File: config.mk
export PLATFORM = sky130hd
export DESIGN_NAME = bounded_ordered_list_engine_top
export DESIGN_NICKNAME = d
export VERILOG_FILES = /design/src/rtl/core/bole_pkg.sv /design/src/rtl/core/bole_ram.sv /design/src/rtl/core/bole_ctrl.sv /design/src/rtl/core/bounded_ordered_list_engine_top.sv
export VERILOG_INCLUDE_DIRS = /design/src /design/src/rtl/core
export SDC_FILE = /design/constraint.sdc
export NUM_CORES = 1
export LEC_CHECK = 0
export ABC_AREA = 1
export BUFFER_PORTS_ARGS = -buffer_cell sky130_fd_sc_hd__buf_4
export CELL_PAD_IN_SITES_DETAIL_PLACEMENT = 0
export CELL_PAD_IN_SITES_GLOBAL_PLACEMENT = 1
export CORE_MARGIN = 10
export CORE_UTILIZATION = 46
export DETAILED_ROUTE_END_ITERATION = 16
export GPL_TIMING_DRIVEN = 0
export PLACE_DENSITY = 0.76
export REMOVE_ABC_BUFFERS = 1
export SLEW_MARGIN = 20
export SYNTH_ARGS = -nofsm -noshare
export SYNTH_HDL_FRONTEND = slang
export SYNTH_SLANG_ARGS = --single-unit
export TNS_END_PERCENT = 100
File: constraint.sdc
create_clock -name clk_i -period 3.35 [get_ports clk_i]
set_clock_uncertainty 0.1 [all_clocks]
set_input_delay 0.1675 -clock clk_i [delete_from_list [all_inputs] [get_ports clk_i]]
set_output_delay 0.1675 -clock clk_i [all_outputs]
set_load 0.005 [all_outputs]
File: src/rtl/core/bounded_ordered_list_engine_top_defines.svh
// Assertion macros for the ordered list engine.
`ifndef BOUNDED_ORDERED_LIST_ENGINE_TOP_DEFINES_SVH
`define BOUNDED_ORDERED_LIST_ENGINE_TOP_DEFINES_SVH

`ifndef SYNTHESIS
// Property that must hold at every clock edge outside reset.
`define BOLE_ASSERT(lbl, clk, rst_n, prop) \
  lbl: assert property (@(posedge clk) disable iff (!rst_n) prop) \
    else $error("bole assertion failed");
// Condition that must never be true outside reset.
`define BOLE_ASSERT_NEVER(lbl, clk, rst_n, cond) \
  lbl: assert property (@(posedge clk) disable iff (!rst_n) !(cond)) \
    else $error("bole forbidden condition seen");
`else
`define BOLE_ASSERT(lbl, clk, rst_n, prop)
`define BOLE_ASSERT_NEVER(lbl, clk, rst_n, cond)
`endif

`endif

File: src/rtl/core/bole_pkg.sv
// Shared constants, codes and types of the ordered list engine.
`default_nettype none

package bole_pkg;

  localparam int DEPTH  = 16;
  localparam int SLOT_W = $clog2(DEPTH);
  localparam int CNT_W  = 5;
  localparam int VAL_W  = 32;
  localparam int TYPE_W = 3;
  localparam int STAT_W = 2;

  localparam logic [TYPE_W-1:0] REQ_PUSH_FRONT = 3'd0;
  localparam logic [TYPE_W-1:0] REQ_PUSH_BACK  = 3'd1;
  localparam logic [TYPE_W-1:0] REQ_INSERT_AT  = 3'd2;
  localparam logic [TYPE_W-1:0] REQ_POP_FRONT  = 3'd3;
  localparam logic [TYPE_W-1:0] REQ_POP_BACK   = 3'd4;
  localparam logic [TYPE_W-1:0] REQ_REMOVE_AT  = 3'd5;

  localparam logic [STAT_W-1:0] ST_OK    = 2'd0;
  localparam logic [STAT_W-1:0] ST_FULL  = 2'd1;
  localparam logic [STAT_W-1:0] ST_EMPTY = 2'd2;
  localparam logic [STAT_W-1:0] ST_RANGE = 2'd3;

  typedef struct packed {
    logic [TYPE_W-1:0] req_type;
    logic [VAL_W-1:0]  value;
    logic [4:0]        position;
  } req_t;

  typedef struct packed {
    logic [STAT_W-1:0] status;
    logic [VAL_W-1:0]  removed_value;
    logic [CNT_W-1:0]  count;
  } rsp_t;

  // Access to the value and link memories; both share the addresses.
  typedef struct packed {
    logic              we_val;
    logic              we_link;
    logic [SLOT_W-1:0] waddr;
    logic [VAL_W-1:0]  wval;
    logic [SLOT_W-1:0] wlink;
    logic [SLOT_W-1:0] raddr;
  } mem_req_t;

  typedef struct packed {
    logic busy;
    logic res_valid;
  } ctl_sts_t;

endpackage

`default_nettype wire

File: src/rtl/core/bole_ram.sv
// Single-port-write, single-port-read RAM with registered read data.
`default_nettype none

module bole_ram #(
  parameter int WIDTH = 32,
  parameter int WORDS = 16
) (
  input  wire logic                     clk_i,
  input  wire logic                     we_i,
  input  wire logic [$clog2(WORDS)-1:0] waddr_i,
  input  wire logic [WIDTH-1:0]         wdata_i,
  input  wire logic [$clog2(WORDS)-1:0] raddr_i,
  output logic      [WIDTH-1:0]         rdata_o
);

  logic [WIDTH-1:0] mem_q [WORDS];

  always_ff @(posedge clk_i) begin
    if (we_i) begin
      mem_q[waddr_i] <= wdata_i;
    end
  end

  always_ff @(posedge clk_i) begin
    rdata_o <= mem_q[raddr_i];
  end

endmodule

`default_nettype wire

File: src/rtl/core/bole_ctrl.sv
// Request sequencer: list pointers, free map, link walk and memory updates.
`default_nettype none

module bole_ctrl (
  input  wire logic                      clk_i,
  input  wire logic                      rst_ni,
  input  wire logic                      req_valid_i,
  input  wire bole_pkg::req_t            req_i,
  input  wire logic                      res_ready_i,
  output bole_pkg::ctl_sts_t             sts_o,
  output bole_pkg::rsp_t                 rsp_o,
  output bole_pkg::mem_req_t             mem_o,
  input  wire logic [bole_pkg::VAL_W-1:0]  val_rdata_i,
  input  wire logic [bole_pkg::SLOT_W-1:0] link_rdata_i
);
  import bole_pkg::*;

  localparam logic [2:0] S_IDLE = 3'd0;
  localparam logic [2:0] S_WALK = 3'd1;
  localparam logic [2:0] S_NEXT = 3'd2;
  localparam logic [2:0] S_CUR  = 3'd3;
  localparam logic [2:0] S_WR1  = 3'd4;
  localparam logic [2:0] S_WR2  = 3'd5;
  localparam logic [2:0] S_DONE = 3'd6;

  localparam logic [2:0] OP_NONE       = 3'd0;
  localparam logic [2:0] OP_INS_FRONT  = 3'd1;
  localparam logic [2:0] OP_INS_BACK   = 3'd2;
  localparam logic [2:0] OP_INS_MID    = 3'd3;
  localparam logic [2:0] OP_POP_FRONT  = 3'd4;
  localparam logic [2:0] OP_DROP_AFTER = 3'd5;

  logic [2:0]        state_q, state_d;
  logic [2:0]        op_q, op_d;
  logic [SLOT_W-1:0] head_q, head_d;
  logic [SLOT_W-1:0] tail_q, tail_d;
  logic [CNT_W-1:0]  count_q, count_d;
  logic [DEPTH-1:0]  free_q, free_d;
  logic [CNT_W-1:0]  hops_q, hops_d;
  logic              rdv_q, rdv_d;

  logic [VAL_W-1:0]  val_q, val_d;
  logic [VAL_W-1:0]  removed_q, removed_d;
  logic [STAT_W-1:0] status_q, status_d;
  logic [SLOT_W-1:0] cur_q, cur_d;
  logic [SLOT_W-1:0] prev_q, prev_d;
  logic [SLOT_W-1:0] nxt_q, nxt_d;
  logic [SLOT_W-1:0] new_q, new_d;

  logic [SLOT_W-1:0] free_slot;
  logic [SLOT_W-1:0] walk_addr;
  logic [CNT_W:0]    pos_x, cnt_x;
  logic              full, empty;
  logic [2:0]        dec_state, dec_op;
  logic [STAT_W-1:0] dec_status;
  logic [CNT_W-1:0]  dec_hops;

  // Lowest-numbered free slot.
  always_comb begin
    free_slot = '0;
    for (int i = DEPTH - 1; i >= 0; i--) begin
      if (free_q[i]) begin
        free_slot = SLOT_W'(i);
      end
    end
  end

  // During a walk the address follows the link just read out of memory.
  assign walk_addr = rdv_q ? link_rdata_i : cur_q;

  assign pos_x = {1'b0, req_i.position};
  assign cnt_x = {1'b0, count_q};
  assign full  = cnt_x >= (CNT_W+1)'(DEPTH);
  assign empty = (count_q == '0);

  // Classify an incoming request against the current list length.
  always_comb begin
    dec_state  = S_DONE;
    dec_op     = OP_NONE;
    dec_status = ST_OK;
    dec_hops   = '0;
    case (req_i.req_type)
      REQ_PUSH_FRONT: begin
        if (full) begin
          dec_status = ST_FULL;
        end else begin
          dec_op    = OP_INS_FRONT;
          dec_state = S_WR1;
        end
      end
      REQ_PUSH_BACK: begin
        if (full) begin
          dec_status = ST_FULL;
        end else begin
          dec_op    = OP_INS_BACK;
          dec_state = S_WR1;
        end
      end
      REQ_INSERT_AT: begin
        if (full) begin
          dec_status = ST_FULL;
        end else if (pos_x == '0 || pos_x > cnt_x + (CNT_W+1)'(1)) begin
          dec_status = ST_RANGE;
        end else if (pos_x == (CNT_W+1)'(1)) begin
          dec_op    = OP_INS_FRONT;
          dec_state = S_WR1;
        end else if (pos_x == cnt_x + (CNT_W+1)'(1)) begin
          dec_op    = OP_INS_BACK;
          dec_state = S_WR1;
        end else begin
          dec_op    = OP_INS_MID;
          dec_state = S_WALK;
          dec_hops  = CNT_W'(pos_x - (CNT_W+1)'(2));
        end
      end
      REQ_POP_FRONT: begin
        if (empty) begin
          dec_status = ST_EMPTY;
        end else begin
          dec_op    = OP_POP_FRONT;
          dec_state = S_CUR;
        end
      end
      REQ_POP_BACK: begin
        if (empty) begin
          dec_status = ST_EMPTY;
        end else if (count_q == CNT_W'(1)) begin
          dec_op    = OP_POP_FRONT;
          dec_state = S_CUR;
        end else begin
          dec_op    = OP_DROP_AFTER;
          dec_state = S_WALK;
          dec_hops  = count_q - CNT_W'(2);
        end
      end
      REQ_REMOVE_AT: begin
        if (empty) begin
          dec_status = ST_EMPTY;
        end else if (pos_x == '0 || pos_x > cnt_x) begin
          dec_status = ST_RANGE;
        end else if (pos_x == (CNT_W+1)'(1)) begin
          dec_op    = OP_POP_FRONT;
          dec_state = S_CUR;
        end else begin
          dec_op    = OP_DROP_AFTER;
          dec_state = S_WALK;
          dec_hops  = CNT_W'(pos_x - (CNT_W+1)'(2));
        end
      end
      default: begin
        dec_status = ST_OK;
      end
    endcase
  end

  always_comb begin
    state_d   = state_q;
    op_d      = op_q;
    head_d    = head_q;
    tail_d    = tail_q;
    count_d   = count_q;
    free_d    = free_q;
    hops_d    = hops_q;
    rdv_d     = rdv_q;
    val_d     = val_q;
    removed_d = removed_q;
    status_d  = status_q;
    cur_d     = cur_q;
    prev_d    = prev_q;
    nxt_d     = nxt_q;
    new_d     = new_q;

    mem_o.we_val  = 1'b0;
    mem_o.we_link = 1'b0;
    mem_o.waddr   = free_slot;
    mem_o.wval    = val_q;
    mem_o.wlink   = '0;
    mem_o.raddr   = cur_q;

    case (state_q)
      S_IDLE: begin
        // A pop at the front needs the head entry, so read it right away.
        mem_o.raddr = head_q;
        if (req_valid_i) begin
          val_d     = req_i.value;
          removed_d = '0;
          status_d  = dec_status;
          op_d      = dec_op;
          hops_d    = dec_hops;
          cur_d     = head_q;
          rdv_d     = 1'b0;
          state_d   = dec_state;
        end
      end
      S_WALK: begin
        mem_o.raddr = walk_addr;
        cur_d       = walk_addr;
        rdv_d       = 1'b1;
        if (hops_q == '0) begin
          prev_d  = walk_addr;
          state_d = S_NEXT;
        end else begin
          hops_d = hops_q - CNT_W'(1);
        end
      end
      S_NEXT: begin
        // Link read data is the successor of the predecessor slot.
        mem_o.raddr = link_rdata_i;
        if (op_q == OP_INS_MID) begin
          nxt_d   = link_rdata_i;
          state_d = S_WR1;
        end else begin
          cur_d   = link_rdata_i;
          state_d = S_CUR;
        end
      end
      S_CUR: begin
        removed_d     = val_rdata_i;
        free_d[cur_q] = 1'b1;
        count_d       = count_q - CNT_W'(1);
        if (op_q == OP_POP_FRONT) begin
          if (count_q == CNT_W'(1)) begin
            head_d = '0;
            tail_d = '0;
          end else begin
            head_d = link_rdata_i;
          end
        end else begin
          mem_o.we_link = 1'b1;
          mem_o.waddr   = prev_q;
          if (cur_q == tail_q) begin
            tail_d      = prev_q;
            mem_o.wlink = '0;
          end else begin
            mem_o.wlink = link_rdata_i;
          end
        end
        state_d = S_DONE;
      end
      S_WR1: begin
        mem_o.we_val      = 1'b1;
        mem_o.we_link     = 1'b1;
        mem_o.waddr       = free_slot;
        free_d[free_slot] = 1'b0;
        new_d             = free_slot;
        state_d           = S_WR2;
        if (op_q == OP_INS_FRONT) begin
          mem_o.wlink = empty ? '0 : head_q;
          head_d      = free_slot;
          if (empty) begin
            tail_d = free_slot;
          end
          count_d = count_q + CNT_W'(1);
          state_d = S_DONE;
        end else if (op_q == OP_INS_BACK) begin
          mem_o.wlink = '0;
          if (empty) begin
            head_d  = free_slot;
            tail_d  = free_slot;
            count_d = count_q + CNT_W'(1);
            state_d = S_DONE;
          end
        end else begin
          mem_o.wlink = nxt_q;
        end
      end
      S_WR2: begin
        // Second link write: hook the new slot behind its predecessor.
        mem_o.we_link = 1'b1;
        mem_o.wlink   = new_q;
        if (op_q == OP_INS_BACK) begin
          mem_o.waddr = tail_q;
          tail_d      = new_q;
        end else begin
          mem_o.waddr = prev_q;
        end
        count_d = count_q + CNT_W'(1);
        state_d = S_DONE;
      end
      S_DONE: begin
        if (res_ready_i) begin
          state_d = S_IDLE;
        end
      end
      default: begin
        state_d = S_IDLE;
      end
    endcase
  end

  always_ff @(posedge clk_i or negedge rst_ni) begin
    if (!rst_ni) begin
      state_q <= S_IDLE;
      op_q    <= OP_NONE;
      head_q  <= '0;
      tail_q  <= '0;
      count_q <= '0;
      free_q  <= '1;
      hops_q  <= '0;
      rdv_q   <= 1'b0;
    end else begin
      state_q <= state_d;
      op_q    <= op_d;
      head_q  <= head_d;
      tail_q  <= tail_d;
      count_q <= count_d;
      free_q  <= free_d;
      hops_q  <= hops_d;
      rdv_q   <= rdv_d;
    end
  end

  always_ff @(posedge clk_i) begin
    val_q     <= val_d;
    removed_q <= removed_d;
    status_q  <= status_d;
    cur_q     <= cur_d;
    prev_q    <= prev_d;
    nxt_q     <= nxt_d;
    new_q     <= new_d;
  end

  assign sts_o.busy      = (state_q != S_IDLE);
  assign sts_o.res_valid = (state_q == S_DONE);

  assign rsp_o.status        = status_q;
  assign rsp_o.removed_value = removed_q;
  assign rsp_o.count         = count_q;

endmodule

`default_nettype wire

File: src/rtl/core/bounded_ordered_list_engine_top.sv
// Top level of the ordered list engine: memories, sequencer and result register.
//
//   Channel | Direction | Handshake             | Payload
//   --------+-----------+-----------------------+------------------
//   in      | input     | in_valid_i / in_stall_o  | bole_pkg::req_t
//   out     | output    | out_valid_o / out_stall_i | bole_pkg::rsp_t
//
// One item is worked on at a time. Push front writes in S_WR1, push back in
// S_WR1 and then S_WR2 on a non-empty list, pop front reads in S_CUR. Other
// removals and mid-list inserts walk the links one read per cycle.
// After reset the list is empty and every slot is free; no clearing pass runs.
// A waiting result sits in the output register while the next item is taken;
// the sequencer then holds its result until that register frees up.
`include "bounded_ordered_list_engine_top_defines.svh"
`default_nettype none

module bounded_ordered_list_engine_top (
  input  wire logic           clk_i,
  input  wire logic           rst_ni,
  input  wire logic           in_valid_i,
  output logic                in_stall_o,
  input  wire bole_pkg::req_t in_i,
  output logic                out_valid_o,
  input  wire logic           out_stall_i,
  output bole_pkg::rsp_t      out_o
);
  import bole_pkg::*;

  ctl_sts_t          sts;
  rsp_t              rsp;
  mem_req_t          mem;
  logic [VAL_W-1:0]  val_rdata;
  logic [SLOT_W-1:0] link_rdata;
  logic              res_ready;
  logic              out_valid_q;
  rsp_t              out_q;

  bole_ram #(
    .WIDTH (VAL_W),
    .WORDS (DEPTH)
  ) u_val_ram (
    .clk_i   (clk_i),
    .we_i    (mem.we_val),
    .waddr_i (mem.waddr),
    .wdata_i (mem.wval),
    .raddr_i (mem.raddr),
    .rdata_o (val_rdata)
  );

  bole_ram #(
    .WIDTH (SLOT_W),
    .WORDS (DEPTH)
  ) u_link_ram (
    .clk_i   (clk_i),
    .we_i    (mem.we_link),
    .waddr_i (mem.waddr),
    .wdata_i (mem.wlink),
    .raddr_i (mem.raddr),
    .rdata_o (link_rdata)
  );

  bole_ctrl u_ctrl (
    .clk_i        (clk_i),
    .rst_ni       (rst_ni),
    .req_valid_i  (in_valid_i),
    .req_i        (in_i),
    .res_ready_i  (res_ready),
    .sts_o        (sts),
    .rsp_o        (rsp),
    .mem_o        (mem),
    .val_rdata_i  (val_rdata),
    .link_rdata_i (link_rdata)
  );

  assign in_stall_o = sts.busy;

  // The output register takes a new item when empty or being drained.
  assign res_ready = !out_valid_q || !out_stall_i;

  always_ff @(posedge clk_i or negedge rst_ni) begin
    if (!rst_ni) begin
      out_valid_q <= 1'b0;
    end else if (res_ready) begin
      out_valid_q <= sts.res_valid;
    end
  end

  always_ff @(posedge clk_i) begin
    if (res_ready && sts.res_valid) begin
      out_q <= rsp;
    end
  end

  assign out_valid_o = out_valid_q;
  assign out_o       = out_q;

  `BOLE_ASSERT(a_accept_starts_work, clk_i, rst_ni, (in_valid_i && !in_stall_o) |=> sts.busy)
  `BOLE_ASSERT(a_load_from_ctrl, clk_i, rst_ni, $rose(out_valid_q) |-> $past(sts.res_valid))
  `BOLE_ASSERT(a_removed_only_ok, clk_i, rst_ni, (out_valid_o && out_o.removed_value != '0) |-> (out_o.status == ST_OK))
  `BOLE_ASSERT_NEVER(a_count_bound, clk_i, rst_ni, out_valid_o && (out_o.count > CNT_W'(DEPTH)))

endmodule

`default_nettype wire

==> results_tabular.tex, run 1 <==
\begin{tabular}{lr}
\hline
Metric & Value \\
\hline
\multicolumn{2}{l}{\textbf{Synthesis}} \\
\quad Fraction of synthesized cell area taken by the top area cell type & 0.656 \\
\quad Syn\_area\_per\_cell & 11.9 sq um \\
\quad Register area share after synthesis & 0.712 \\
\quad Count of distinct cell types in the synthesized netlist & 47 \\
\quad Fraction of registers with async set/reset & 0.0542 \\
\quad Yosys warns & 0 \\
\quad Count of flip-flops with a built-in enable after synthesis & between 600 and 700 \\
\quad Cell taking the most area after synthesis & sky130\_fd\_sc\_hd\_\_edfxtp\_1 \\
\quad Synthesized instance count & about 2700 \\
\quad Main synth FF type & sky130\_fd\_sc\_hd\_\_edfxtp\_1 \\
\quad Mapped cell area & about 0.032 sq mm \\
\quad Cell types with the largest area share after synthesis & sky130\_fd\_sc\_hd\_\_edfxtp\_1, sky130\_fd\_sc\_hd\_\_inv\_1, sky130\_fd\_sc\_hd\_\_nand2\_1, sky130\_fd\_sc\_hd\_\_o211ai\_1, sky130\_fd\_sc\_hd\_\_o21ai\_1 \\
\quad Yosys reg bits & $\sim$780 \\
\multicolumn{2}{l}{\textbf{Worst hold path}} \\
\quad Path type of the worst min-delay path & in2async \\
\multicolumn{2}{l}{\textbf{Pwr}} \\
\quad Max IR drop VDD & about 0.71 mV \\
\quad LEAKAGE & around 15 nW \\
\quad PwrDens & around 1100 mW/mm\^{}2 \\
\multicolumn{2}{l}{\textbf{Setup path}} \\
\quad Arrival time of the worst setup path & 3.47 ns \\
\quad Most frequent cell on the critical path & sky130\_fd\_sc\_hd\_\_inv\_2 \\
\quad Max Fanout on Critical Path & 28 \\
\quad Critical path startpoint category & register \\
\quad Element type at the critical path end & register \\
\quad Peak per-stage delay on the critical path & roughly 0.43 ns \\
\quad Critical path type & reg2reg \\
\quad Crit-path cells & inv\_2 -> nand2\_2 -> nor2\_4 -> inv\_8 -> nand2\_1 -> nor2\_2 -> inv\_2 -> a21oi\_1 -> inv\_2 -> nor2\_2 -> nand4\_1 -> nor2\_4 -> buf\_12 -> buf\_16 \\
\quad Master of the slowest instance on the critical path & sky130\_fd\_sc\_hd\_\_dfrtp\_2 \\
\quad Family with the most delay on the worst path & simple AND/OR/NAND/NOR gates \\
\quad Crit path required time & between 3 and 4 ns \\
\quad Buffer and inverter count on the worst path & 6 \\
\multicolumn{2}{l}{\textbf{Detailed routing}} \\
\quad Average routed wire per standard cell & approximately 20 um \\
\quad Drc violations & 0 \\
\quad Final routed wirelength across all metal layers & 76.1 mm \\
\quad Count of antenna-violating nets left after detailed routing & 0 \\
\quad Routed vias & slightly above 20000 \\
\quad Count of TritonRoute iterations in the first routing pass & 6 \\
\quad Violation count after the first detailed-route iteration & between 1500 and 2000 \\
\quad Ratio of routed vias to standard cells & 5.31 \\
\multicolumn{2}{l}{\textbf{Floorplan}} \\
\quad Die height & roughly 280 um \\
\quad Area of the core region & between 0.06 and 0.07 sq mm \\
\quad Starting density of the core & 0.464 \\
\quad I/O pins & 85 \\
\quad Die W & 283 um \\
\quad Std cell rows & 96 \\
\quad Die Footprint & between 0.08 and 0.09 sq mm \\
\multicolumn{2}{l}{\textbf{GRT}} \\
\quad Overall global routing resource usage & 0.186 \\
\quad Antenna violations before repair & 0 \\
\quad Total overflow reported by the global router & 0 \\
\quad Pin count of the biggest net entering global routing & 43 \\
\quad Wire length of the first global-routing pass & between 100 and 150 mm \\
\quad Via count of the first global-routing pass & 19800 \\
\multicolumn{2}{l}{\textbf{STA}} \\
\quad Maximum achievable frequency & about 310 MHz \\
\quad Ratio of final minimum period to clock period & 0.973 \\
\quad Worst setup slack after layout & 0.0919 ns \\
\quad Setup violations, final & 0 \\
\quad Final max-slew violation count & 0 \\
\quad Slew Limit Headroom & 0.249 \\
\quad Hold Violations, Final & 0 \\
\quad Slew of the pin with the lowest slew margin & 1.13 ns \\
\quad Post-layout min period & roughly 3.3 ns \\
\multicolumn{2}{l}{\textbf{Flow run}} \\
\quad Max cap viols & 0 \\
\multicolumn{2}{l}{\textbf{Layout}} \\
\quad Most common cell after layout, fill and taps aside & sky130\_fd\_sc\_hd\_\_edfxtp\_1 \\
\quad Fillcell total & 5521 \\
\quad Layout Nets & around 3000 \\
\quad Most used cells in the layout excluding fill and tap cells & sky130\_fd\_sc\_hd\_\_edfxtp\_1, sky130\_fd\_sc\_hd\_\_inv\_1, sky130\_fd\_sc\_hd\_\_nand2\_1, sky130\_fd\_sc\_hd\_\_o21ai\_1, sky130\_fd\_sc\_hd\_\_a21oi\_1 \\
\quad Inserted Diodes & 0 \\
\quad Synth-to-Final Area Change & 21.6\% \\
\quad Share of post-route cells with drive strength above 1 & 0.135 \\
\quad End-of-flow core utilization & 0.564 \\
\multicolumn{2}{l}{\textbf{Clocking}} \\
\quad Number of H-tree levels & 3 \\
\quad Clock Latency Late Sink & around 0.6 ns \\
\quad Clock sink total & between 700 and 800 \\
\quad Maximum count of clock buffers along a single path & 3 \\
\quad Number of buffers added by the clock tree synthesis step & 80 \\
\quad Buffer cell driving the clock tree root & sky130\_fd\_sc\_hd\_\_clkbuf\_16 \\
\quad Clk slew on worst S/H paths & 0.06 ns \\
\quad CTS tree & built \\
\multicolumn{2}{l}{\textbf{Placement}} \\
\quad Port Buffer Count & 84 \\
\quad Setup WS pre-CTS & -0.881 ns \\
\quad Placer Congestion & between 0.8 and 0.9 \\
\quad Placed wire-length estimate after detailed placement & approximately 46 mm \\
\multicolumn{2}{l}{\textbf{Outcome}} \\
\quad Run status & finished clean \\
\hline
\end{tabular}
[kinds of logic (layout without fill, tap and decap cells)]
group                    after synthesis  after routing  synth area share
adder cells (fa/ha/maj)               19             19           0.00745
buffers and inverters                568            822            0.0707
flip-flops                           775            775             0.712
AND/OR/NAND/NOR                      638            638            0.0853
AO/OA/AOI/OAI                        670            670             0.121
XOR/XNOR                              14             14           0.00384
[layout make-up]
class / count / area, sq um / area share
Sequential cell: 775 / 22700 / 0.586
Multi-Input combinational cell: 1341 / 7120 / 0.184
Timing Repair Buffer: 235 / 3440 / 0.0886
Clock buffer: 107 / 2210 / 0.0569
Inverter: 441 / 1690 / 0.0436
Tap cell: 931 / 1160 / 0.0300
Clock inverter: 39 / 437 / 0.0113
[repair_timing]
| action | in CTS | in global routing |
|---|---|---|
| pin swaps | 13 | 4 |
| setup buffers | 21 | 16 |
| endpoints found under the setup margin | 593 | 271 |
| hold buffers | 39 | 0 |
| gates resized for setup | 12 | 9 |
| endpoints found under the hold margin | 90 | 0 |
| gates cloned | 1 | 2 |
[registers in the layout, summed over array words and instances (netlist names), 2 cells and up]
register / count
u_val_ram.rdata_o: 32
u_ctrl.removed_q: 32
u_ctrl.head_q: 4
u_ctrl.state_q: 3
u_ctrl.nxt_q: 4
u_ctrl.prev_q: 4
u_ctrl.op_q: 3
u_ctrl.free_q: 16
u_val_ram.mem_q: 512
u_link_ram.mem_q: 64
u_ctrl.hops_q: 5
u_ctrl.val_q: 32
u_ctrl.tail_q: 4
u_ctrl.new_q: 4
out_o: 39
u_link_ram.rdata_o: 4
u_ctrl.cur_q: 4
u_ctrl.count_q: 5
u_ctrl.status_q: 2
[through the flow]
stage | std cells | power, W | hold slack [ns] | cell area, sq um | setup TNS (ns)
final | 3869 | 0.0420 | 0.0123 | 38800 | 0
after global routing | 3869 | 0.0448 | 0.0680 | 38800 | -1.04
after CTS | 3852 | 0.0419 | 0.00463 | 38600 | 0
after detailed placement | 3645 | 0.0326 | 0.117 | 35200 | -266.59
after global placement | 3572 | 0.0219 | 0.109 | 33100 | -2435.13
after floorplan | 2557 | 0.0202 | -0.228 | 31300 | -560.01
[power by group]
part	switching (W)	internal [W]
registers	0.000818	0.0126
logic	0.0119	0.00766
clock network	0.00364	0.00527
[synthesized netlist by cell type, drive strengths merged (8+ instances only)]
cell,instances
a21oi,165
a22oi,8
a31oi,12
buf,86
clkbuf,41
dfrtp,26
dfstp,16
dfxtp,36
edfxtp,697
ha,19
inv,438
nand2,321
nand3,135
nand4,20
nor2,129
nor3,25
o211ai,148
o21ai,318
xor2,12
[layer usage]
layer	vias to the layer above	part of all wire	track usage
met5	-	0	0
met4	0	0.028	0.0644
met3	123	0.058	0.0268
met2	635	0.48	0.309
met1	9963	0.43	0.246
li1	9828	-	-
[path summary, 6_finish.rpt]
kind                                startpoint                endpoint  depth (start not counted)  slack (ns)
max                          u_ctrl.state_q[0]  u_val_ram.mem_q[6][23]                         14        0.09
max in group asynchronous               rst_ni       u_ctrl.state_q[2]                          2        2.71
min in group clk_i                    in_i[37]      u_ctrl.status_q[1]                          6        0.06
min                                     rst_ni       u_ctrl.count_q[3]                          2        0.01
min reg2reg                u_ctrl.removed_q[8]               out_o[13]                          0        0.31
max reg2reg                  u_ctrl.state_q[0]  u_val_ram.mem_q[6][23]                         14        0.09
[worst register-to-register path, cell delays in order (launching register included)]
cell                      delay (ns)
sky130_fd_sc_hd__dfrtp_2        0.43
sky130_fd_sc_hd__inv_2          0.05
sky130_fd_sc_hd__nand2_2        0.16
sky130_fd_sc_hd__nor2_4         0.11
sky130_fd_sc_hd__inv_8          0.26
sky130_fd_sc_hd__nand2_1        0.11
sky130_fd_sc_hd__nor2_2         0.23
sky130_fd_sc_hd__inv_2          0.07
sky130_fd_sc_hd__a21oi_1        0.32
sky130_fd_sc_hd__inv_2          0.11
sky130_fd_sc_hd__nor2_2         0.23
sky130_fd_sc_hd__nand4_1        0.24
sky130_fd_sc_hd__nor2_4         0.20
sky130_fd_sc_hd__buf_12         0.14
sky130_fd_sc_hd__buf_16         0.17
No activity file was read; power rests on OpenSTA's default activity.
==> inputs of run 2 (changes only) <==
- CORE_UTILIZATION: 46 -> 48
- CTS_BUF_LIST: unset -> sky130_fd_sc_hd__clkbuf_4
- PLACE_DENSITY: 0.76 -> 0.78
==> results_tabular.tex, run 2 (synthesis results as in run 1) <==
\begin{tabular}{lr}
\hline
Metric & Value \\
\hline
\multicolumn{2}{l}{\textbf{Outcome}} \\
\quad Run status & finished clean \\
\multicolumn{2}{l}{\textbf{Setup path}} \\
\quad End point of the critical path & u\_val\_ram.rdata\_o[23] \\
\quad Peak per-stage delay on the critical path & 0.53 ns (+0.10 ns) \\
\quad Most frequent cell on the critical path & sky130\_fd\_sc\_hd\_\_buf\_16 \\
\quad Terminus of the critical flop-to-flop path & u\_val\_ram.rdata\_o[23] \\
\quad Critical path type & reg2reg \\
\quad Master of the slowest instance on the critical path & sky130\_fd\_sc\_hd\_\_o22ai\_4 \\
\quad Arrival time of the worst setup path & 3.97 ns (+0.50 ns) \\
\quad Crit path required time & 4.16 ns (+0.60 ns) \\
\quad Startpoint of the lowest-slack register-to-register path & u\_ctrl.state\_q[2] \\
\quad Element type at the critical path end & register \\
\quad Depth of the worst register-to-register path & 13 (-1) \\
\quad Crit-path cells & inv\_2 -> nand2\_2 -> inv\_4 -> o21ai\_0 -> o22ai\_4 -> buf\_16 -> buf\_16 -> buf\_16 -> inv\_8 -> buf\_12 -> o21ai\_1 -> o211ai\_1 -> nand2\_1 \\
\quad Critical path startpoint category & register \\
\quad Startpoint of the worst setup timing path & u\_ctrl.state\_q[2] \\
\quad Max Fanout on Critical Path & 34 (+21\%) \\
\quad Worst reg-to-reg setup slack & 0.18 ns (+0.09 ns) \\
\multicolumn{2}{l}{\textbf{GRT}} \\
\quad Pin count of the biggest net entering global routing & 43 (unchanged) \\
\quad Overall global routing resource usage & 0.196 (+0.0102) \\
\quad Via count of the first global-routing pass & 21000 (+6.3\%) \\
\quad Total overflow reported by the global router & 0 (unchanged) \\
\quad Wire length of the first global-routing pass & 117 mm (+1.3\%) \\
\quad Antenna violations before repair & 2 (+2) \\
\multicolumn{2}{l}{\textbf{Detailed routing}} \\
\quad Average routed wire per standard cell & 18.7 um (-4.8\%) \\
\quad Drc violations & 0 (unchanged) \\
\quad Routed vias & 21300 (+3.7\%) \\
\quad Ratio of routed vias to standard cells & 5.25 (-1.2\%) \\
\quad Violation count after the first detailed-route iteration & 1592 (-12\%) \\
\quad Count of TritonRoute iterations in the first routing pass & 6 (unchanged) \\
\quad Final routed wirelength across all metal layers & 76.0 mm (about the same) \\
\quad Count of antenna-violating nets left after detailed routing & 0 (unchanged) \\
\multicolumn{2}{l}{\textbf{Pwr}} \\
\quad Net switching fraction of the power & 0.403 (+0.0125) \\
\quad Max IR drop VDD & 0.733 mV (+3.5\%) \\
\quad Clock power share & 0.195 (-0.017) \\
\quad Net Sw Power & 0.0163 W (-0.38\%) \\
\quad Total power & 0.0405 W (-3.5\%) \\
\quad PwrDens & 1040 mW/mm\^{}2 (-3.6\%) \\
\quad Logic gate share of total power & 0.473 (+0.006) \\
\quad Cell-internal power & 0.0242 W (-5.5\%) \\
\quad LEAKAGE & 15.1 nW (+2.2\%) \\
\quad Sequential Power Share & 0.332 (+0.011) \\
\multicolumn{2}{l}{\textbf{Floorplan}} \\
\quad Area of the core region & 0.0659 sq mm (-4.1\%) \\
\quad Die height & 278 um (-2.0\%) \\
\quad Std cell rows & 94 (-2.1\%) \\
\quad Die Footprint & 0.0772 sq mm (-3.9\%) \\
\quad Starting density of the core & 0.484 (+0.0200) \\
\quad Die W & 278 um (-2.0\%) \\
\quad I/O pins & 85 (unchanged) \\
\multicolumn{2}{l}{\textbf{Worst hold path}} \\
\quad Path type of the worst min-delay path & in2reg \\
\quad Hold Crit Start & in\_valid\_i \\
\multicolumn{2}{l}{\textbf{Clocking}} \\
\quad CTS tree & built \\
\quad Maximum count of clock buffers along a single path & 3 (unchanged) \\
\quad Clock Latency Late Sink & 1.02 ns (+0.41 ns) \\
\quad Clk slew on worst S/H paths & 0.06 ns (about the same) \\
\quad Number of buffers added by the clock tree synthesis step & 194 (+140\%) \\
\quad Number of H-tree levels & 4 (+1) \\
\quad Buffer cell driving the clock tree root & sky130\_fd\_sc\_hd\_\_clkbuf\_4 \\
\quad Clock sink total & 775 (unchanged) \\
\multicolumn{2}{l}{\textbf{STA}} \\
\quad Slew Limit Headroom & 0.223 (-0.0261) \\
\quad Ratio of final minimum period to clock period & 0.945 (-0.0276) \\
\quad Hold Violations, Final & 0 (unchanged) \\
\quad Post-layout min period & 3.17 ns (-0.0923 ns) \\
\quad Total negative setup slack & 0 ns (unchanged) \\
\quad Setup repair after global routing missed its margin & true \\
\quad Slew of the pin with the lowest slew margin & 1.16 ns (+0.0365 ns) \\
\quad Final max-slew violation count & 0 (unchanged) \\
\quad Maximum achievable frequency & 316 MHz (+2.9\%) \\
\quad Setup violations, final & 0 (unchanged) \\
\quad Worst setup slack after layout & 0.184 ns (+0.0923 ns) \\
\multicolumn{2}{l}{\textbf{Layout}} \\
\quad Most used cells in the layout excluding fill and tap cells & sky130\_fd\_sc\_hd\_\_edfxtp\_1, sky130\_fd\_sc\_hd\_\_inv\_1, sky130\_fd\_sc\_hd\_\_nand2\_1, sky130\_fd\_sc\_hd\_\_clkbuf\_4, sky130\_fd\_sc\_hd\_\_o21ai\_1 \\
\quad Final instance count without filler cells & 4059 (+4.9\%) \\
\quad Layout Nets & 3097 (+5.4\%) \\
\quad Most common cell after layout, fill and taps aside & sky130\_fd\_sc\_hd\_\_edfxtp\_1 \\
\quad Largest register FFs & 512 (unchanged) \\
\quad Fillcell total & 5354 (-3.0\%) \\
\quad Share of post-route cells with drive strength above 1 & 0.184 (+0.0486) \\
\quad Synth-to-Final Area Change & 21.8\% \\
\quad Reg with most FFs & u\_val\_ram.mem\_q \\
\multicolumn{2}{l}{\textbf{Placement}} \\
\quad Total instance count after detailed placement & 3578 (-1.8\%) \\
\quad Port Buffer Count & 84 (unchanged) \\
\quad Setup WS pre-CTS & -0.692 ns (+0.188 ns) \\
\quad Placed wire-length estimate after detailed placement & 46.2 mm (-0.49\%) \\
\quad Placer Congestion & 0.852 (+4.6\%) \\
\multicolumn{2}{l}{\textbf{Flow run}} \\
\quad Max cap viols & 0 (unchanged) \\
\hline
\end{tabular}
-- run 2: changes by cell type in the layout (fill, tap and decap cells not counted), sizes merged, moves of 2 or more --
cell / change
inv: +2
clkinv: +37
dlygate4sd3: +52
clkinvlp: -2
clkbuf: +176
bufinv: -6
-- run 2: stage by stage --
stage	hold slack [ns]	cell area [sq um]	util
after floorplan	-0.228	31300	-
after global placement	0.0956	33000	0.501
after detailed placement	0.106	35000	0.532
after CTS	0.00747	38600	0.586
after global routing	0.106	38800	0.590
final	0.140	38800	0.590
-- run 2: final cells by class --
cell class / instances / area (sq um) / share of cell area
clock inverter: 70 / 373 / 0.00960
tap: 864 / 1080 / 0.0278
antenna: 1 / 2.50 / 0.0000644
sequential: 775 / 22700 / 0.585
multi-input combinational: 1341 / 7120 / 0.183
timing repair buffer: 281 / 3690 / 0.0951
inverter: 441 / 1700 / 0.0437
clock buffer: 286 / 2150 / 0.0553
-- run 2: per-layer routing --
layer / part of all wire / wire [um] / track usage
met1: 0.43 / 32700 / 0.251
met2: 0.49 / 36900 / 0.323
met5: 0 / 0 / 0
met4: 0.023 / 1760 / 0.0706
met3: 0.060 / 4590 / 0.0435
-- run 2: what timing repair did --
item	CTS	global route
hold buffers	91	0
pin swaps	7	7
endpoints found under the hold margin	149	0
gates resized for setup	9	17
endpoints found under the setup margin	587	244
setup buffers	11	22
-- run 2: power groups by stage --
| stage | clock [W] | combinational [W] | sequential (W) |
|---|---|---|---|
| floorplan | 0 | 0.00686 | 0.0134 |
| CTS | 0.00812 | 0.0191 | 0.0135 |
| detailed placement | 0 | 0.0188 | 0.0137 |
| global placement | 0 | 0.00823 | 0.0137 |
| finish | 0.00789 | 0.0192 | 0.0135 |
| global route | 0.00865 | 0.0213 | 0.0136 |
-- run 2: worst min path at each step --
stage / to / slack, ns / cells past startpoint
after floorplan: out_valid_o / -0.23 / 0
after global placement: u_ctrl.hops_q[2] / 0.1 / 1
after detailed placement: u_ctrl.hops_q[3] / 0.11 / 1
after CTS: u_ctrl.state_q[2] / 0.007 / 6
after global routing: u_ctrl.state_q[2] / 0.11 / 6
final: u_ctrl.state_q[2] / 0.14 / 6
-- run 2: critical path: cells and delay by family (launching register included) --
kind	cells	cell delay (ns)
AO/OA/AOI/OAI	4	0.95
flip-flops	1	0.48
AND/OR/NAND/NOR	2	0.18
buffers and inverters	7	1.28
==> inputs of run 3 (changes only) <==
- ABC_AREA: 1 -> unset
- CORE_UTILIZATION: 48 -> 50
- PLACE_DENSITY: 0.78 -> 0.79
==> results_tabular.tex, run 3 <==
\begin{tabular}{lr}
\hline
Metric & Value \\
\hline
\multicolumn{2}{l}{\textbf{Synthesis}} \\
\quad Syn\_area\_per\_cell & 15.1 sq um (+27\%) \\
\quad Count of distinct cell types in the synthesized netlist & 80 (+70\%) \\
\quad Cell with the most instances after synthesis & sky130\_fd\_sc\_hd\_\_edfxtp\_1 \\
\quad Fraction of synthesized cell area taken by the top area cell type & 0.666 (+0.0102) \\
\quad Yosys warns & 0 (unchanged) \\
\quad Main synth FF type & sky130\_fd\_sc\_hd\_\_edfxtp\_1 \\
\quad Fraction of registers with async set/reset & 0.0542 (unchanged) \\
\quad Register area share after synthesis & 0.723 (+0.0110) \\
\quad Yosys reg bits & 775 (unchanged) \\
\quad Mapped cell area & 0.0314 sq mm (-1.5\%) \\
\quad Leading cell types by count after synthesis & sky130\_fd\_sc\_hd\_\_edfxtp\_1, sky130\_fd\_sc\_hd\_\_mux2i\_1, sky130\_fd\_sc\_hd\_\_o21ai\_0 \\
\quad Cell types with the largest area share after synthesis & sky130\_fd\_sc\_hd\_\_edfxtp\_1, sky130\_fd\_sc\_hd\_\_mux2i\_1, sky130\_fd\_sc\_hd\_\_a211oi\_1, sky130\_fd\_sc\_hd\_\_dfxtp\_1, sky130\_fd\_sc\_hd\_\_o21ai\_0 \\
\quad Synthesized instance count & 2081 (-22\%) \\
\quad Cell taking the most area after synthesis & sky130\_fd\_sc\_hd\_\_edfxtp\_1 \\
\quad Count of flip-flops with a built-in enable after synthesis & 697 (unchanged) \\
\multicolumn{2}{l}{\textbf{Setup path}} \\
\quad Terminus of the critical flop-to-flop path & u\_val\_ram.mem\_q[8][6] \\
\quad Arrival time of the worst setup path & 3.94 ns (-0.03 ns) \\
\quad Critical path startpoint category & register \\
\quad Crit path required time & 3.99 ns (-0.17 ns) \\
\quad Max Fanout on Critical Path & 12 (-65\%) \\
\quad Worst reg-to-reg setup slack & 0.05 ns (-0.13 ns) \\
\quad Critical path type & reg2reg \\
\quad Startpoint of the lowest-slack register-to-register path & u\_ctrl.state\_q[1] \\
\quad Startpoint of the worst setup timing path & u\_ctrl.state\_q[1] \\
\quad Depth of the worst register-to-register path & 10 (-3) \\
\quad Element type at the critical path end & register \\
\multicolumn{2}{l}{\textbf{STA}} \\
\quad Slew Limit Headroom & 0.460 (+0.238) \\
\quad Post-layout min period & 3.30 ns (+0.133 ns) \\
\quad Ratio of final minimum period to clock period & 0.985 (+0.0396) \\
\quad Maximum achievable frequency & 303 MHz (-4.0\%) \\
\quad Hold Violations, Final & 0 (unchanged) \\
\quad Worst setup slack after layout & 0.0517 ns (-0.133 ns) \\
\quad Post-Route Hold Slack & 0.0768 ns (-0.0636 ns) \\
\quad Setup violations, final & 0 (unchanged) \\
\quad Setup repair after global routing missed its margin & false \\
\quad Final max-slew violation count & 0 (unchanged) \\
\quad Slew of the pin with the lowest slew margin & 0.799 ns (-0.363 ns) \\
\multicolumn{2}{l}{\textbf{Layout}} \\
\quad Layout Nets & 2505 (-19\%) \\
\quad Most used cells in the layout excluding fill and tap cells & sky130\_fd\_sc\_hd\_\_edfxtp\_1, sky130\_fd\_sc\_hd\_\_clkbuf\_4, sky130\_fd\_sc\_hd\_\_mux2i\_1, sky130\_fd\_sc\_hd\_\_o21ai\_0, sky130\_fd\_sc\_hd\_\_buf\_4 \\
\quad Synth-to-Final Area Change & 22.7\% \\
\quad Fillcell total & 4548 (-15\%) \\
\quad End-of-flow core utilization & 0.622 (+0.0323) \\
\quad Share of post-route cells with drive strength above 1 & 0.255 (+0.0709) \\
\quad Most common cell after layout, fill and taps aside & sky130\_fd\_sc\_hd\_\_edfxtp\_1 \\
\quad Largest register FFs & 512 (unchanged) \\
\quad Reg with most FFs & u\_val\_ram.mem\_q \\
\multicolumn{2}{l}{\textbf{Clocking}} \\
\quad Buffer cell driving the clock tree root & sky130\_fd\_sc\_hd\_\_clkbuf\_4 \\
\quad CTS tree & built \\
\quad Maximum count of clock buffers along a single path & 3 (unchanged) \\
\quad Number of H-tree levels & 4 (unchanged) \\
\quad Clock sink total & 775 (unchanged) \\
\quad Clock Latency Late Sink & 1.07 ns (+0.05 ns) \\
\quad Number of buffers added by the clock tree synthesis step & 189 (-2.6\%) \\
\quad Clk slew on worst S/H paths & 0.06 ns (about the same) \\
\multicolumn{2}{l}{\textbf{Detailed routing}} \\
\quad Routed vias & 20900 (-2.1\%) \\
\quad Count of TritonRoute iterations in the first routing pass & 6 (unchanged) \\
\quad Average routed wire per standard cell & 24.7 um (+32\%) \\
\quad Ratio of routed vias to standard cells & 6.06 (+15\%) \\
\quad Count of antenna-violating nets left after detailed routing & 0 (unchanged) \\
\quad Final routed wirelength across all metal layers & 85.0 mm (+12\%) \\
\quad Drc violations & 0 (unchanged) \\
\quad Violation count after the first detailed-route iteration & 2294 (+44\%) \\
\multicolumn{2}{l}{\textbf{GRT}} \\
\quad Overall global routing resource usage & 0.226 (+0.0306) \\
\quad Antenna violations before repair & 3 (+1) \\
\quad Via count of the first global-routing pass & 20600 (-2.2\%) \\
\quad Pin count of the biggest net entering global routing & 62 (+44\%) \\
\quad Total overflow reported by the global router & 0 (unchanged) \\
\quad Wire length of the first global-routing pass & 126 mm (+7.7\%) \\
\multicolumn{2}{l}{\textbf{Pwr}} \\
\quad LEAKAGE & 13.7 nW (-9.4\%) \\
\quad PwrDens & 1030 mW/mm\^{}2 (-1.3\%) \\
\quad Max IR drop VDD & 0.964 mV (+32\%) \\
\multicolumn{2}{l}{\textbf{Floorplan}} \\
\quad Die W & 271 um (-2.6\%) \\
\quad Starting density of the core & 0.507 (+0.0228) \\
\quad Die Footprint & 0.0733 sq mm (-5.1\%) \\
\quad I/O pins & 85 (unchanged) \\
\quad Die height & 271 um (-2.6\%) \\
\quad Area of the core region & 0.0619 sq mm (-6.0\%) \\
\quad Std cell rows & 91 (-3.2\%) \\
\multicolumn{2}{l}{\textbf{Worst hold path}} \\
\quad Path type of the worst min-delay path & in2reg \\
\quad Terminating pin of the worst hold path & u\_ctrl.status\_q[0] \\
\quad Hold Crit Start & in\_i[38] \\
\quad Hold path depth & 4 (-2) \\
\multicolumn{2}{l}{\textbf{Flow run}} \\
\quad Max cap viols & 0 (unchanged) \\
\multicolumn{2}{l}{\textbf{Outcome}} \\
\quad Run status & finished clean \\
\multicolumn{2}{l}{\textbf{Placement}} \\
\quad Placed wire-length estimate after detailed placement & 47.4 mm (+2.7\%) \\
\quad Placer Congestion & 0.855 (+0.29\%) \\
\quad Port Buffer Count & 84 (unchanged) \\
\quad Setup WS pre-CTS & -0.919 ns (-0.226 ns) \\
\hline
\end{tabular}
[run 3: cell types whose count changed after synthesis, sizes merged, moves of 46 or more]
cell | before | now
o22ai | 5 | 79
nand2 | 321 | 51
inv | 438 | 27
a211oi | 1 | 111
a21oi | 165 | 53
o21ai | 318 | 139
mux2i | 0 | 149
clkbuf | 41 | 87
o211ai | 148 | 8
nor2 | 129 | 68
[run 3: where the power goes]
group          internal [W]  switching [W]  total, W
logic               0.00690         0.0107    0.0176
clock network       0.00442        0.00380   0.00821
registers            0.0128        0.00105    0.0138
[run 3: layout make-up]
cell class / count / area (sq um) / area share
Tap cell: 837 / 1050 / 0.0272
Clock buffer: 295 / 2210 / 0.0575
Clock inverter: 54 / 385 / 0.0100
Multi-Input combinational cell: 1145 / 8470 / 0.220
Timing Repair Buffer: 303 / 3550 / 0.0921
Sequential cell: 775 / 22700 / 0.590
Inverter: 28 / 108 / 0.00279
Antenna cell: 7 / 17.5 / 0.000455
[run 3: routing by layer]
metal	track usage	up-vias	part of all wire
met3	0.0540	190	0.095
met2	0.361	1161	0.48
met5	0	-	0
met1	0.293	10400	0.39
li1	-	9155	-
met4	0.0972	0	0.032
[run 3: cells by family after synthesis]
logic type                 synth area share
AOI/OAI and AO/OA                     0.113
xor gates and xnor gates            0.00446
adders and majority gates           0.00757
buffers and inverters                0.0227
DFF                                   0.723
muxes                                0.0630
and+or+nand+nor                      0.0661
[run 3: how the worst max path moves through the flow]
stage | end | slack [ns]
6_report | u_val_ram.mem_q[8][6] | 0.05
5_1_grt | u_val_ram.mem_q[8][6] | 0.007
4_1_cts | u_val_ram.rdata_o[28] | -0.009
3_5_place_dp | u_val_ram.mem_q[6][0] | -0.92
3_3_place_gp | u_val_ram.rdata_o[17] | -11.39
2_1_floorplan | u_link_ram.rdata_o[2] | -5.60
[run 3: stage by stage]
step | power (W) | area [sq um] | setup TNS [ns] | instances
after CTS | 0.0392 | 38300 | -0.00885 | 3418
after global routing | 0.0415 | 38500 | 0 | 3444
after floorplan | 0.0231 | 30800 | -651.10 | 1941
after detailed placement | 0.0294 | 34000 | -420.21 | 2932
final | 0.0397 | 38500 | 0 | 3444
after global placement | 0.0258 | 32500 | -2569.96 | 2862
[run 3: worst max-delay path: stages (launching register included)]
cell and delay, ns:
sky130_fd_sc_hd__dfrtp_4 0.57, sky130_fd_sc_hd__buf_4 0.18, sky130_fd_sc_hd__nand2b_4 0.15, sky130_fd_sc_hd__o22ai_2 0.16, sky130_fd_sc_hd__a32o_1 0.35, sky130_fd_sc_hd__a21o_1 0.21
sky130_fd_sc_hd__nand2b_2 0.28, sky130_fd_sc_hd__nor3_2 0.28, sky130_fd_sc_hd__buf_4 0.25, sky130_fd_sc_hd__buf_4 0.22, sky130_fd_sc_hd__buf_4 0.21
[run 3: repair_timing]
action,4_1_cts,5_1_grt
buffers inserted,33,18
pin swaps,18,7
setup endpoints to repair,677,201
gates cloned,10,1
hold endpoints to repair,131,0
resized for setup,30,23
hold buffers,94,0
